`config.mk`:
```
export PLATFORM = sky130hd
export DESIGN_NAME = clock_alarm_setting_controller_flat
export DESIGN_NICKNAME = d
export VERILOG_FILES = /design/src/sv/clkalm_pkg.sv /design/src/sv/clkalm_if.sv /design/src/sv/clock_alarm_setting_controller.sv /design/src/flat_wrapper.sv
export VERILOG_INCLUDE_DIRS = /design/src /design/src/sv
export SDC_FILE = /design/constraint.sdc
export NUM_CORES = 1
export LEC_CHECK = 0
export BUFFER_PORTS_ARGS = -buffer_cell sky130_fd_sc_hd__buf_2
export CAP_MARGIN = 25
export CORE_ASPECT_RATIO = 0.8
export CORE_MARGIN = 3
export CORE_UTILIZATION = 40
export DETAILED_ROUTE_END_ITERATION = 8
export PLACE_DENSITY = 0.62
export RECOVER_POWER = 100
export SLEW_MARGIN = 20
export SYNTH_ARGS = -nofsm -noshare
export SYNTH_HDL_FRONTEND = slang
export SYNTH_SLANG_ARGS = --single-unit
```
`constraint.sdc`:
```
create_clock -name clock -period 4.85 [get_ports clock]
set_input_delay 0.2425 -clock clock [delete_from_list [all_inputs] [get_ports clock]]
set_output_delay 0.2425 -clock clock [all_outputs]
set_load 0.02 [all_outputs]
```
`src/sv/clock_alarm_setting_controller_defines.svh`:
```
// assertion macros shared by the clock alarm controller
`ifndef CLOCK_ALARM_SETTING_CONTROLLER_DEFINES_SVH
`define CLOCK_ALARM_SETTING_CONTROLLER_DEFINES_SVH

// same-cycle implication
`define CLKALM_ASSERT_NOW(name, clk, rst, ante, cons) \
   name: assert property (@(posedge clk) disable iff (rst) (ante) |-> (cons)) \
      else $error("clkalm same-cycle check failed");

// next-cycle implication
`define CLKALM_ASSERT_NEXT(name, clk, rst, ante, cons) \
   name: assert property (@(posedge clk) disable iff (rst) (ante) |=> (cons)) \
      else $error("clkalm next-cycle check failed");

`endif

```
`src/sv/clkalm_pkg.sv`:
```
package clkalm_pkg;

   localparam int YEAR_W   = 16;
   localparam int BYTE_W   = 8;
   localparam int CURSOR_W = 4;
   localparam int MODE_W   = 2;
   localparam int NIB_W    = 4;

   typedef logic [CURSOR_W-1:0] cursor_type;
   typedef logic [NIB_W-1:0]    nibble_type;

   // key codes
   localparam logic [BYTE_W-1:0] KEY_LEFT    = 8'h25;
   localparam logic [BYTE_W-1:0] KEY_RIGHT   = 8'h27;
   localparam logic [BYTE_W-1:0] KEY_ENTER   = 8'h0D;
   localparam logic [BYTE_W-1:0] KEY_ESCAPE  = 8'h1B;
   localparam logic [BYTE_W-1:0] KEY_DIGIT_0 = 8'h30;
   localparam logic [BYTE_W-1:0] KEY_DIGIT_9 = 8'h39;

   // alarm after reset
   localparam logic [BYTE_W-1:0] ALARM_HOUR_RST   = 8'h14;
   localparam logic [BYTE_W-1:0] ALARM_MINUTE_RST = 8'h01;

   // result mode codes
   localparam logic [MODE_W-1:0] MODE_CODE_NORMAL    = 2'd0;
   localparam logic [MODE_W-1:0] MODE_CODE_SET_TIME  = 2'd1;
   localparam logic [MODE_W-1:0] MODE_CODE_SET_ALARM = 2'd2;

   // digit positions in set-time
   localparam cursor_type POS_YEAR_HI   = 4'd0;
   localparam cursor_type POS_YEAR_LO   = 4'd1;
   localparam cursor_type POS_MONTH_HI  = 4'd2;
   localparam cursor_type POS_MONTH_LO  = 4'd3;
   localparam cursor_type POS_DAY_HI    = 4'd4;
   localparam cursor_type POS_DAY_LO    = 4'd5;
   localparam cursor_type POS_WEEKDAY   = 4'd6;
   localparam cursor_type POS_HOUR_HI   = 4'd7;
   localparam cursor_type POS_HOUR_LO   = 4'd8;
   localparam cursor_type POS_MINUTE_HI = 4'd9;
   localparam cursor_type POS_TIME_LAST = 4'd10;

   // digit positions in set-alarm
   localparam cursor_type POS_AL_HOUR_HI   = 4'd0;
   localparam cursor_type POS_AL_HOUR_LO   = 4'd1;
   localparam cursor_type POS_AL_MINUTE_HI = 4'd2;
   localparam cursor_type POS_AL_LAST      = 4'd3;

   localparam cursor_type POS_FIRST = 4'd0;

   typedef enum logic [2:0] {
      MODE_NORMAL    = 3'b001,
      MODE_SET_TIME  = 3'b010,
      MODE_SET_ALARM = 3'b100
   } mode_type;

   typedef struct packed {
      logic              func;
      logic [BYTE_W-1:0] key_code;
      logic [YEAR_W-1:0] cur_year;
      logic [BYTE_W-1:0] cur_month;
      logic [BYTE_W-1:0] cur_day;
      logic [BYTE_W-1:0] cur_weekday;
      logic [BYTE_W-1:0] cur_hour;
      logic [BYTE_W-1:0] cur_minute;
   } req_payload_type;

   typedef struct packed {
      logic [MODE_W-1:0] mode;
      cursor_type        cursor;
      logic              buzzer_on;
      logic              rtc_write;
      logic [YEAR_W-1:0] out_year;
      logic [BYTE_W-1:0] out_month;
      logic [BYTE_W-1:0] out_day;
      logic [BYTE_W-1:0] out_weekday;
      logic [BYTE_W-1:0] out_hour;
      logic [BYTE_W-1:0] out_minute;
      logic [BYTE_W-1:0] alarm_hour_now;
      logic [BYTE_W-1:0] alarm_minute_now;
   } rsp_payload_type;

   function automatic logic [MODE_W-1:0] mode_code(input mode_type m);
      logic [MODE_W-1:0] code;
      unique case (m)
         MODE_NORMAL:   code = MODE_CODE_NORMAL;
         MODE_SET_TIME: code = MODE_CODE_SET_TIME;
         default:       code = MODE_CODE_SET_ALARM;
      endcase
      return code;
   endfunction

endpackage

```
`src/sv/clkalm_if.sv`:
```
interface clkalm_req_if import clkalm_pkg::*; ();
   logic            valid;
   logic            ready;
   req_payload_type payload;

   modport source (output valid, output payload, input ready);
   modport sink   (input valid, input payload, output ready);
endinterface

interface clkalm_rsp_if import clkalm_pkg::*; ();
   logic            valid;
   logic            ready;
   rsp_payload_type payload;

   modport source (output valid, output payload, input ready);
   modport sink   (input valid, input payload, output ready);
endinterface

```
`src/sv/clock_alarm_setting_controller.sv`:
```
// Clock alarm setting controller. Each item is a key event or an alarm-check tick carrying
// the current BCD time, and each item yields exactly one result item with the mode, the
// cursor, the buzzer level, the active alarm and, on leaving set-time with enter, the edited
// time to write into the clock (those time fields read 0 when rtc_write is low). The block
// takes one item per clock cycle while results are taken; an item waits in the input
// register, and its result is offered from the result register once the item moves there.
// The mode, cursor, edit and alarm registers are updated in the same cycle the item moves
// into the result register, so the next item already sees them. A result that is not
// taken stalls the input register and, behind it, the input channel; there is no start-up
// delay after reset.

`include "clock_alarm_setting_controller_defines.svh"

module clock_alarm_setting_controller
   import clkalm_pkg::*;
(
   input  logic         clock,
   input  logic         reset,
   clkalm_req_if.sink   req_chan,
   clkalm_rsp_if.source rsp_chan
);

   // pipeline control
   logic            in_valid_ff, in_valid_in;
   logic            out_valid_ff, out_valid_in;
   logic            req_accept;
   logic            advance;
   req_payload_type in_data_ff;
   rsp_payload_type out_data_ff, out_data_in;

   // architectural state
   mode_type          mode_ff, mode_in;
   cursor_type        cursor_ff, cursor_in;
   logic [YEAR_W-1:0] edit_year_ff, edit_year_in;
   logic [BYTE_W-1:0] edit_month_ff, edit_month_in;
   logic [BYTE_W-1:0] edit_day_ff, edit_day_in;
   logic [BYTE_W-1:0] edit_weekday_ff, edit_weekday_in;
   logic [BYTE_W-1:0] edit_hour_ff, edit_hour_in;
   logic [BYTE_W-1:0] edit_minute_ff, edit_minute_in;
   logic [BYTE_W-1:0] alarm_hour_ff, alarm_hour_in;
   logic [BYTE_W-1:0] alarm_minute_ff, alarm_minute_in;
   logic [BYTE_W-1:0] edit_al_hour_ff, edit_al_hour_in;
   logic [BYTE_W-1:0] edit_al_minute_ff, edit_al_minute_in;
   logic              buzzer_ff, buzzer_in;
   logic              mute_ff, mute_in;

   // decode of the item in the input register
   logic       is_digit;
   nibble_type digit;
   logic       alarm_match;
   logic       rtc_wr;
   cursor_type cursor_right;
   cursor_type cursor_left;

   // handshake: the input register moves on whenever the result register is free or drains
   assign advance          = in_valid_ff && (!out_valid_ff || rsp_chan.ready);
   assign req_chan.ready   = !in_valid_ff || advance;
   assign req_accept       = req_chan.valid && req_chan.ready;
   assign in_valid_in      = req_accept || (in_valid_ff && !advance);
   assign out_valid_in     = advance || (out_valid_ff && !rsp_chan.ready);
   assign rsp_chan.valid   = out_valid_ff;
   assign rsp_chan.payload = out_data_ff;

   assign is_digit    = (in_data_ff.key_code >= KEY_DIGIT_0) &&
                        (in_data_ff.key_code <= KEY_DIGIT_9);
   assign digit       = in_data_ff.key_code[NIB_W-1:0];
   assign alarm_match = (in_data_ff.cur_hour == alarm_hour_ff) &&
                        (in_data_ff.cur_minute == alarm_minute_ff);

   // cursor moves in the two set modes, wrapping at the last position of the current mode;
   // positions past the end fold back into range
   always_comb begin
      cursor_right = cursor_ff;
      cursor_left  = cursor_ff;
      unique case (mode_ff)
         MODE_NORMAL: begin
            cursor_right = cursor_ff;
            cursor_left  = cursor_ff;
         end
         MODE_SET_TIME: begin
            cursor_right = (cursor_ff < POS_TIME_LAST) ? cursor_ff + 1'b1 : POS_FIRST;
            if (cursor_ff == POS_FIRST) begin
               cursor_left = POS_TIME_LAST;
            end else if (cursor_ff <= POS_TIME_LAST) begin
               cursor_left = cursor_ff - 1'b1;
            end else begin
               cursor_left = POS_MINUTE_HI;
            end
         end
         default: begin
            cursor_right = (cursor_ff < POS_AL_LAST) ? cursor_ff + 1'b1 : POS_FIRST;
            if (cursor_ff == POS_FIRST) begin
               cursor_left = POS_AL_LAST;
            end else if (cursor_ff < POS_AL_LAST) begin
               cursor_left = cursor_ff - 1'b1;
            end else begin
               cursor_left = POS_AL_MINUTE_HI;
            end
         end
      endcase
   end

   // next state for the item in the input register
   always_comb begin
      mode_in           = mode_ff;
      cursor_in         = cursor_ff;
      edit_year_in      = edit_year_ff;
      edit_month_in     = edit_month_ff;
      edit_day_in       = edit_day_ff;
      edit_weekday_in   = edit_weekday_ff;
      edit_hour_in      = edit_hour_ff;
      edit_minute_in    = edit_minute_ff;
      alarm_hour_in     = alarm_hour_ff;
      alarm_minute_in   = alarm_minute_ff;
      edit_al_hour_in   = edit_al_hour_ff;
      edit_al_minute_in = edit_al_minute_ff;
      buzzer_in         = buzzer_ff;
      mute_in           = mute_ff;
      rtc_wr            = 1'b0;

      if (in_data_ff.func) begin
         // alarm-check tick: toggle while matching and not muted, any mismatch re-arms
         if (alarm_match) begin
            buzzer_in = mute_ff ? 1'b0 : !buzzer_ff;
         end else begin
            buzzer_in = 1'b0;
            mute_in   = 1'b0;
         end
      end else if (is_digit) begin
         unique case (mode_ff)
            MODE_NORMAL: begin
               cursor_in = cursor_ff;
            end
            MODE_SET_TIME: begin
               // only the two low year digits are editable, weekday takes its low nibble
               case (cursor_ff)
                  POS_YEAR_HI:   edit_year_in[2*NIB_W-1:NIB_W]  = digit;
                  POS_YEAR_LO:   edit_year_in[NIB_W-1:0]        = digit;
                  POS_MONTH_HI:  edit_month_in[2*NIB_W-1:NIB_W] = digit;
                  POS_MONTH_LO:  edit_month_in[NIB_W-1:0]       = digit;
                  POS_DAY_HI:    edit_day_in[2*NIB_W-1:NIB_W]   = digit;
                  POS_DAY_LO:    edit_day_in[NIB_W-1:0]         = digit;
                  POS_WEEKDAY:   edit_weekday_in[NIB_W-1:0]     = digit;
                  POS_HOUR_HI:   edit_hour_in[2*NIB_W-1:NIB_W]  = digit;
                  POS_HOUR_LO:   edit_hour_in[NIB_W-1:0]        = digit;
                  POS_MINUTE_HI: edit_minute_in[2*NIB_W-1:NIB_W] = digit;
                  default:       edit_minute_in[NIB_W-1:0]      = digit;
               endcase
               cursor_in = cursor_right;
            end
            default: begin
               case (cursor_ff)
                  POS_AL_HOUR_LO:   edit_al_hour_in[NIB_W-1:0]          = digit;
                  POS_AL_HOUR_HI:   edit_al_hour_in[2*NIB_W-1:NIB_W]    = digit;
                  POS_AL_MINUTE_HI: edit_al_minute_in[2*NIB_W-1:NIB_W]  = digit;
                  default:          edit_al_minute_in[NIB_W-1:0]        = digit;
               endcase
               cursor_in = cursor_right;
            end
         endcase
      end else if (in_data_ff.key_code == KEY_LEFT) begin
         cursor_in = cursor_left;
      end else if (in_data_ff.key_code == KEY_RIGHT) begin
         cursor_in = cursor_right;
      end else if (in_data_ff.key_code == KEY_ENTER) begin
         unique case (mode_ff)
            MODE_NORMAL: begin
               // snapshot the running time into the edit buffer
               mode_in         = MODE_SET_TIME;
               edit_year_in    = in_data_ff.cur_year;
               edit_month_in   = in_data_ff.cur_month;
               edit_day_in     = in_data_ff.cur_day;
               edit_weekday_in = in_data_ff.cur_weekday;
               edit_hour_in    = in_data_ff.cur_hour;
               edit_minute_in  = in_data_ff.cur_minute;
               cursor_in       = POS_FIRST;
            end
            MODE_SET_TIME: begin
               // commit the edited time, load the alarm for editing
               mode_in           = MODE_SET_ALARM;
               rtc_wr            = 1'b1;
               edit_al_hour_in   = alarm_hour_ff;
               edit_al_minute_in = alarm_minute_ff;
               cursor_in         = POS_FIRST;
            end
            default: begin
               mode_in         = MODE_NORMAL;
               alarm_hour_in   = edit_al_hour_ff;
               alarm_minute_in = edit_al_minute_ff;
            end
         endcase
      end else if (in_data_ff.key_code == KEY_ESCAPE) begin
         if (mode_ff == MODE_NORMAL) begin
            mute_in = 1'b1;
         end else begin
            mode_in = MODE_NORMAL;
         end
      end
   end

   // result item
   always_comb begin
      out_data_in                  = '0;
      out_data_in.mode             = mode_code(mode_in);
      out_data_in.cursor           = cursor_in;
      out_data_in.buzzer_on        = buzzer_in;
      out_data_in.rtc_write        = rtc_wr;
      out_data_in.alarm_hour_now   = alarm_hour_in;
      out_data_in.alarm_minute_now = alarm_minute_in;
      if (rtc_wr) begin
         out_data_in.out_year    = edit_year_in;
         out_data_in.out_month   = edit_month_in;
         out_data_in.out_day     = edit_day_in;
         out_data_in.out_weekday = edit_weekday_in;
         out_data_in.out_hour    = edit_hour_in;
         out_data_in.out_minute  = edit_minute_in;
      end
   end

   // payload registers
   always_ff @(posedge clock) begin
      if (req_accept) begin
         in_data_ff <= req_chan.payload;
      end
      if (advance) begin
         out_data_ff <= out_data_in;
      end
   end

   // control and state registers
   always_ff @(posedge clock) begin
      if (reset) begin
         in_valid_ff       <= 1'b0;
         out_valid_ff      <= 1'b0;
         mode_ff           <= MODE_NORMAL;
         cursor_ff         <= POS_FIRST;
         edit_year_ff      <= '0;
         edit_month_ff     <= '0;
         edit_day_ff       <= '0;
         edit_weekday_ff   <= '0;
         edit_hour_ff      <= '0;
         edit_minute_ff    <= '0;
         alarm_hour_ff     <= ALARM_HOUR_RST;
         alarm_minute_ff   <= ALARM_MINUTE_RST;
         edit_al_hour_ff   <= '0;
         edit_al_minute_ff <= '0;
         buzzer_ff         <= 1'b0;
         mute_ff           <= 1'b0;
      end else begin
         in_valid_ff  <= in_valid_in;
         out_valid_ff <= out_valid_in;
         if (advance) begin
            mode_ff           <= mode_in;
            cursor_ff         <= cursor_in;
            edit_year_ff      <= edit_year_in;
            edit_month_ff     <= edit_month_in;
            edit_day_ff       <= edit_day_in;
            edit_weekday_ff   <= edit_weekday_in;
            edit_hour_ff      <= edit_hour_in;
            edit_minute_ff    <= edit_minute_in;
            alarm_hour_ff     <= alarm_hour_in;
            alarm_minute_ff   <= alarm_minute_in;
            edit_al_hour_ff   <= edit_al_hour_in;
            edit_al_minute_ff <= edit_al_minute_in;
            buzzer_ff         <= buzzer_in;
            mute_ff           <= mute_in;
         end
      end
   end

   // a commit only happens on the step into set-alarm
   `CLKALM_ASSERT_NOW(a_commit_mode, clock, reset,
      out_valid_ff && out_data_ff.rtc_write,
      out_data_ff.mode == MODE_CODE_SET_ALARM)

   // without a commit the edited time fields stay zero
   `CLKALM_ASSERT_NOW(a_no_commit_zero, clock, reset,
      out_valid_ff && !out_data_ff.rtc_write,
      (out_data_ff.out_year == '0) && (out_data_ff.out_minute == '0))

   // a stalled result freezes the mode and cursor registers
   `CLKALM_ASSERT_NEXT(a_stall_holds_state, clock, reset,
      out_valid_ff && !rsp_chan.ready,
      $stable(mode_ff) && $stable(cursor_ff))

endmodule

```
`src/flat_wrapper.sv`:
```
// flat-port wrapper written by rule: the top's interface ports become plain ports
module clock_alarm_setting_controller_flat import clkalm_pkg::*;
  (clock, reset, req_chan_valid, req_chan_payload, req_chan_ready, rsp_chan_valid, rsp_chan_payload, rsp_chan_ready);
  clkalm_req_if req_chan_i ();
  clkalm_rsp_if rsp_chan_i ();
  input  logic clock;
  input  logic reset;
  input wire logic [$bits(req_chan_i.valid)-1:0] req_chan_valid;
  input wire logic [$bits(req_chan_i.payload)-1:0] req_chan_payload;
  output wire logic [$bits(req_chan_i.ready)-1:0] req_chan_ready;
  output wire logic [$bits(rsp_chan_i.valid)-1:0] rsp_chan_valid;
  output wire logic [$bits(rsp_chan_i.payload)-1:0] rsp_chan_payload;
  input wire logic [$bits(rsp_chan_i.ready)-1:0] rsp_chan_ready;
  assign req_chan_i.valid = req_chan_valid;
  assign req_chan_i.payload = req_chan_payload;
  assign req_chan_ready = req_chan_i.ready;
  assign rsp_chan_valid = rsp_chan_i.valid;
  assign rsp_chan_payload = rsp_chan_i.payload;
  assign rsp_chan_i.ready = rsp_chan_ready;
  clock_alarm_setting_controller u_core (.clock(clock), .reset(reset), .req_chan(req_chan_i), .rsp_chan(rsp_chan_i));
endmodule
```
Yosys cells after proc, flatten, opt, wreduce, memory -nomap -nowiden. Index checks and enable logic that the tools add are counted.

Flip-flop bits (word level): 244. Bits in latches: 0. Memory bits (writable): 0. Memory bits (read-only): 0. Memories: 0.

Add/sub/neg operators: 2. $mul: 0. Divide/modulo/power cells: 0. $lt $le $gt $ge: 5. Equal/unequal tests: 31. Shift-type cells: 0. Mux-type cells: 124. Bitwise gates (word level): 1. Reductions and logical operators: 28.

Operator list (count): 8-bit two-way mux (60); 4-bit two-way mux (31); 16-bit two-way mux (5); 8-bit AND reduction (5); 3-bit two-way mux (7); 1-bit two-way mux (17); 4-bit by 3-bit == test with 1-bit output (second input constant) (4); 8-bit by 6-bit == test with 1-bit output (second input constant) (2); 8-bit == test (2); 4-bit one-hot mux with 2 select lines (2); 2-bit by 1-bit inequality test with 1-bit output (second input constant) (6); 2-bit inequality test (second input constant) (6); 10-bit OR reduction (1); 4-bit by 2-bit == test with 1-bit output (second input constant) (2); 4-bit == test (second input constant) (2); 8-bit by 4-bit == test with 1-bit output (second input constant) (1); 8-bit by 5-bit == test with 1-bit output (second input constant) (1); 8-bit by 6-bit greater-or-equal comparator with 1-bit output (second input constant) (1); 8-bit by 6-bit <= comparator with 1-bit output (second input constant) (1); 2-bit nonzero test (4); 3-bit by 1-bit == test with 1-bit output (second input constant) (2); 3-bit by 2-bit == test with 1-bit output (second input constant) (2); 1-bit logical AND (6); 3-bit one-hot mux with 2 select lines (1); 13 further kinds (20).

Longest topological paths before layout.
Depth in word-level cells: 10. Depth in mapped cells: 10. Depth with buffers taken out: 8.

Worst setup path before layout. OpenSTA, ideal clock, no wires.

Path type: reg-to-reg. Start point: reg u_core.out_valid_ff, in the netlist u_core.rsp_chan.valid. End point: reg u_core.mode_ff[2]. Arrival time: 3.833 ns. Required time: 4.722 ns. Slack: 0.889 ns. Cell stages (with the launch flop): 9. Path buffers: 2. Cell sequence: dfxtp_1 > nor2b_1 > nand2b_1 > buf_2 > inv_2 > buf_1 > nand2_1 > a22oi_1 > nor2_1.

Word-level cells in the longest chain between the ends: 3.

RTL lines: start: declaration (line clock_alarm_setting_controller.sv:25) `logic out_valid_ff, out_valid_in;`; start signal: assignment (line clock_alarm_setting_controller.sv:251) `out_valid_ff <= out_valid_in;`; 1-bit zero test (line clock_alarm_setting_controller.sv:56) `assign advance = in_valid_ff && (!out_valid_ff || rsp_chan.ready);`; 1-bit logical OR (line clock_alarm_setting_controller.sv:56); 1-bit logical AND (line clock_alarm_setting_controller.sv:56); net u_core.advance (line clock_alarm_setting_controller.sv:27) `logic advance;`; end signal: assignment (line clock_alarm_setting_controller.sv:253) `mode_ff <= mode_in;`; end: declaration (line clock_alarm_setting_controller.sv:32) `mode_type mode_ff, mode_in;`.

The timed path passes the listed nets, and every way through them passes these cells. A chain may end at the register's enable or synchronous reset.

Worst setup path after layout.
Start point: reg u_core.in_data_ff (netlist bit u_core.digit[2]). End point: reg u_core.out_data_ff (netlist bit u_core.rsp_chan.payload[26]) (data pin).

Word-level cells in the longest chain between the ends: 6. Elaborated cells between the ends (all ways): 18.

RTL lines: start: declaration (line clock_alarm_setting_controller.sv:28) `req_payload_type in_data_ff;`; start signal: assignment (line clock_alarm_setting_controller.sv:223) `in_data_ff <= req_chan.payload;`; 8-bit by 4-bit == test with 1-bit output (line clock_alarm_setting_controller.sv:165) `end else if (in_data_ff.key_code == KEY_ENTER) begin`; 8-bit two-way mux or 1-bit two-way mux (tied branches) (line clock_alarm_setting_controller.sv:165); 8-bit two-way mux or 1-bit two-way mux (tied branches) (line clock_alarm_setting_controller.sv:163) `end else if (in_data_ff.key_code == KEY_RIGHT) begin`; 8-bit two-way mux or 1-bit two-way mux (tied branches) (line clock_alarm_setting_controller.sv:161) `end else if (in_data_ff.key_code == KEY_LEFT) begin`; 8-bit two-way mux or 1-bit two-way mux (tied branches) (line clock_alarm_setting_controller.sv:129) `end else if (is_digit) begin`; 8-bit two-way mux or 1-bit two-way mux (tied branches) (line clock_alarm_setting_controller.sv:121) `if (in_data_ff.func) begin`; end signal: assignment (line clock_alarm_setting_controller.sv:226) `out_data_ff <= out_data_in;`; end: declaration (line clock_alarm_setting_controller.sv:29) `rsp_payload_type out_data_ff, out_data_in;`.

Parallel ways exist; a longest one is shown, timed or not.

==> qor.yml <==
status: "finished with violations"
failed_checks: "max-capacitance violations, max-slew violations"
critPathTopFamily: "simple AND/OR/NAND/NOR gates"
min_period_ns: 3.925
cts_root_buf: "clkbuf_16"
grt_overflow: 0
initialDrtViolationCount: 739
grt_max_degree: 73
antenna_found_initial: 0
synth_area_leaders: "edfxtp_1 (43%), dfxtp_1 (19%), nor2_1 (6.1%), nand2_1 (3.7%), a21oi_1 (3.4%)"
postCtsResizedCells: 0
wl_um: 27540
drv_cap: 3
post-route-util: 0.5050
synth.top_cell.area_share: 0.4254
gp_congestion: 0.9177
cp_data_arrival_time_ns: 4.09
fin_skew_ns: 0.01328
ir_drop_v: 0.0002083
yosysUniqueCellTypes: 70
hold_path.class: "primary input to flip-flop"
postCtsSetupRepairBufs: 0
synth_warnings: 0
power_density_mw_per_mm2: 349.5
io_pins: 151
start_util: 0.4134
dieArea_mm2: 0.02756
yosys.area_share.simple: 0.1783
wl_per_cell_um: 18.60
slew_headroom: -0.2601
synthAdderAreaFrac: 0.006112
yosysMostFrequentCell: "nor2_1"
dpl.hpwl_um: 18170
diodes: 0
setup-violations-final: 0
synth_top_family_by_area: "simple AND/OR/NAND/NOR gates"
slowest_stage: "clkbuf_1"
grt_pass1_vias: 7635
clk_pin_slew_ns: 0.06
drt-pass1-iter-count: 5
synth_top_area_cell: "edfxtp_1"
syn_avg_cell_area_um2: 10.82
p_leak_nw: 4.198
drive_gt1_frac: 0.1291
die_y_um: 149.1
syn_nets: 1020
cts_tree: "yes"
rsz0062_at_grt: "no"
worstMarginPinSlew_ns: 1.890
grt_pass1_wl_um: 42670
critPathMaxFanout: 39
yosysSeqAreaShare: 0.6190
report.final.slew_viol_count: 137
synthFlopType: "edfxtp_1"
grt_usage: 0.1950
critPathKind: "flip-flop to flip-flop"
cts_hold_buf: 66
timing.fmax_mhz: 254.8
setup_tns_ns: 0
drc: 0
end_kind: "flip-flop"
worstSetupStartpointType: "flip-flop"
ant_nets: 0
h-tree-depth: 1
layout_worst_path_cycle_share: 0.8093
viasPerCell: 5.360
synthArstFlopShare: 0
die_w_um: 184.9
worstPathCellList: "and4bb_1 > and2_0 > nand2_1 > clkbuf_1 > nor2_1"
cp.required_ns: 5.01
ys_top_cells_by_count: "nor2_1 (165), edfxtp_1 (145), nand2_1 (100)"
clk_latency_ns: 0.52
final-hold-violation-count: 0
cts_buffers: 24
synth_cells: 946
num_vias: 7933
io_buffers: 150
yosys_register_bits: 244
synth_edf_count: 145
areaGrowthSynthToFinish_pct: 22.15
synth-xor-area-share: 0.01455
nNetsFinal: 1218
synth.area.mux_share: 0.01870
crit_buf_inv: 1
core_area_mm2: 0.02476
rows: 51
numClockSinks: 244
cts_buffer_depth: 3
slowest_delay_ns: 1.42
syn_area_mm2: 0.01024
synth_compound_area_frac: 0.1368
flip-flops by register name, summed over array words and instances (netlist names), 4 cells and up:
signal                    cells
u_core.alarm_minute_ff        8
u_core.edit_weekday_ff        8
u_core.cursor_ff              4
u_core.edit_month_ff          8
u_core.edit_hour_ff           8
u_core.edit_minute_ff         8
u_core.rsp_chan.payload      80
u_core.edit_year_ff          16
u_core.alarm_hour_ff          8
u_core.digit                  4
u_core.edit_day_ff            8
u_core.edit_al_minute_ff      8
u_core.edit_al_hour_ff        8
u_core.in_data_ff            61
path summary, 6_finish.rpt:
path,from,to,slack (ns),cells past startpoint
worst max-delay path,u_core.digit[2]$_DFFE_PP_,u_core.rsp_chan.payload[26]$_SDFFCE_PN0P_,0.92,5
worst min-delay path,rsp_chan_ready,u_core.rsp_chan.valid$_SDFF_PP0_,0.04,4
worst max register to register,u_core.digit[2]$_DFFE_PP_,u_core.rsp_chan.payload[26]$_SDFFCE_PN0P_,0.92,5
worst min register to register,u_core.edit_year_ff[11]$_SDFFE_PP0P_,u_core.edit_year_ff[11]$_SDFFE_PP0P_,0.46,2
per-layer routing:
layer | wire length, µm | vias up | track usage | part of all wire
met5 | 0 | - | 0 | 0
met4 | 644 | 0 | 0.04499 | 0.023
li1 | - | 3850 | - | -
met2 | 11750 | 269 | 0.2882 | 0.43
met1 | 13430 | 3774 | 0.3017 | 0.49
met3 | 1707 | 40 | 0.03096 | 0.062
cell type report:
cell class                 instances  area [µm²]
timing repair buffer             228        1376
inverter                           9       36.28
sequential                       244        6336
tap                              318       397.9
clock inverter                     9       68.82
fill                            2280       12260
clock buffer                      35       693.2
multi-input combinational        637        3595
worst reg2reg max path, delay by kind of cell (launching register included):
kind                   cells  cell delay [ns]
and+or+nand+nor            4             1.51
DFF                        1             0.64
buffers and inverters      1             1.42
placed cells by master (no fill, tap or decap), types with 8 or more instances in the layout:
cell type      count
o22ai_1           26
clkbuf_1          99
nand4_1            8
o32a_1            12
nor3_1            52
edfxtp_1         145
o21ai_0           20
nor2b_1           10
dfxtp_1           99
mux2_2            16
a21oi_1           71
inv_1              8
clkbuf_16         25
xnor2_1           17
buf_2             61
nand2_1          100
nor2_1           165
a211oi_1          27
dlygate4sd3_1     66
cell families after synthesis:
group                    after synthesis
AND/OR/NAND/NOR                      394
flip-flops                           244
AO/OA/AOI/OAI                        204
buffers and inverters                 65
XOR/XNOR                              17
multiplexers                          17
adder cells (fa/ha/maj)                5
metrics by stage:
step / setup slack [ns] / cell area [µm²] / std cells / power, mW / hold slack, ns
final: 0.9249 / 12500 / 1480 / 4.369 / 0.04064
after global routing: 0.6581 / 12500 / 1480 / 4.526 / 0.06051
after CTS: 1.608 / 12680 / 1479 / 4.414 / 0.02066
after detailed placement: 1.659 / 11260 / 1369 / 2.577 / 0.4206
after global placement: 1.664 / 11240 / 1368 / 2.577 / 0.4195
after floorplan: 0.8892 / 10240 / 946 / 2.475 / 0.3414
power breakdown:
part	internal (mW)	total (mW)	switching [mW]
combinational	0.104	0.270	0.166
clock	1.04	1.80	0.755
sequential	2.26	2.30	0.0420
Power figures use the tool's default switching activity.
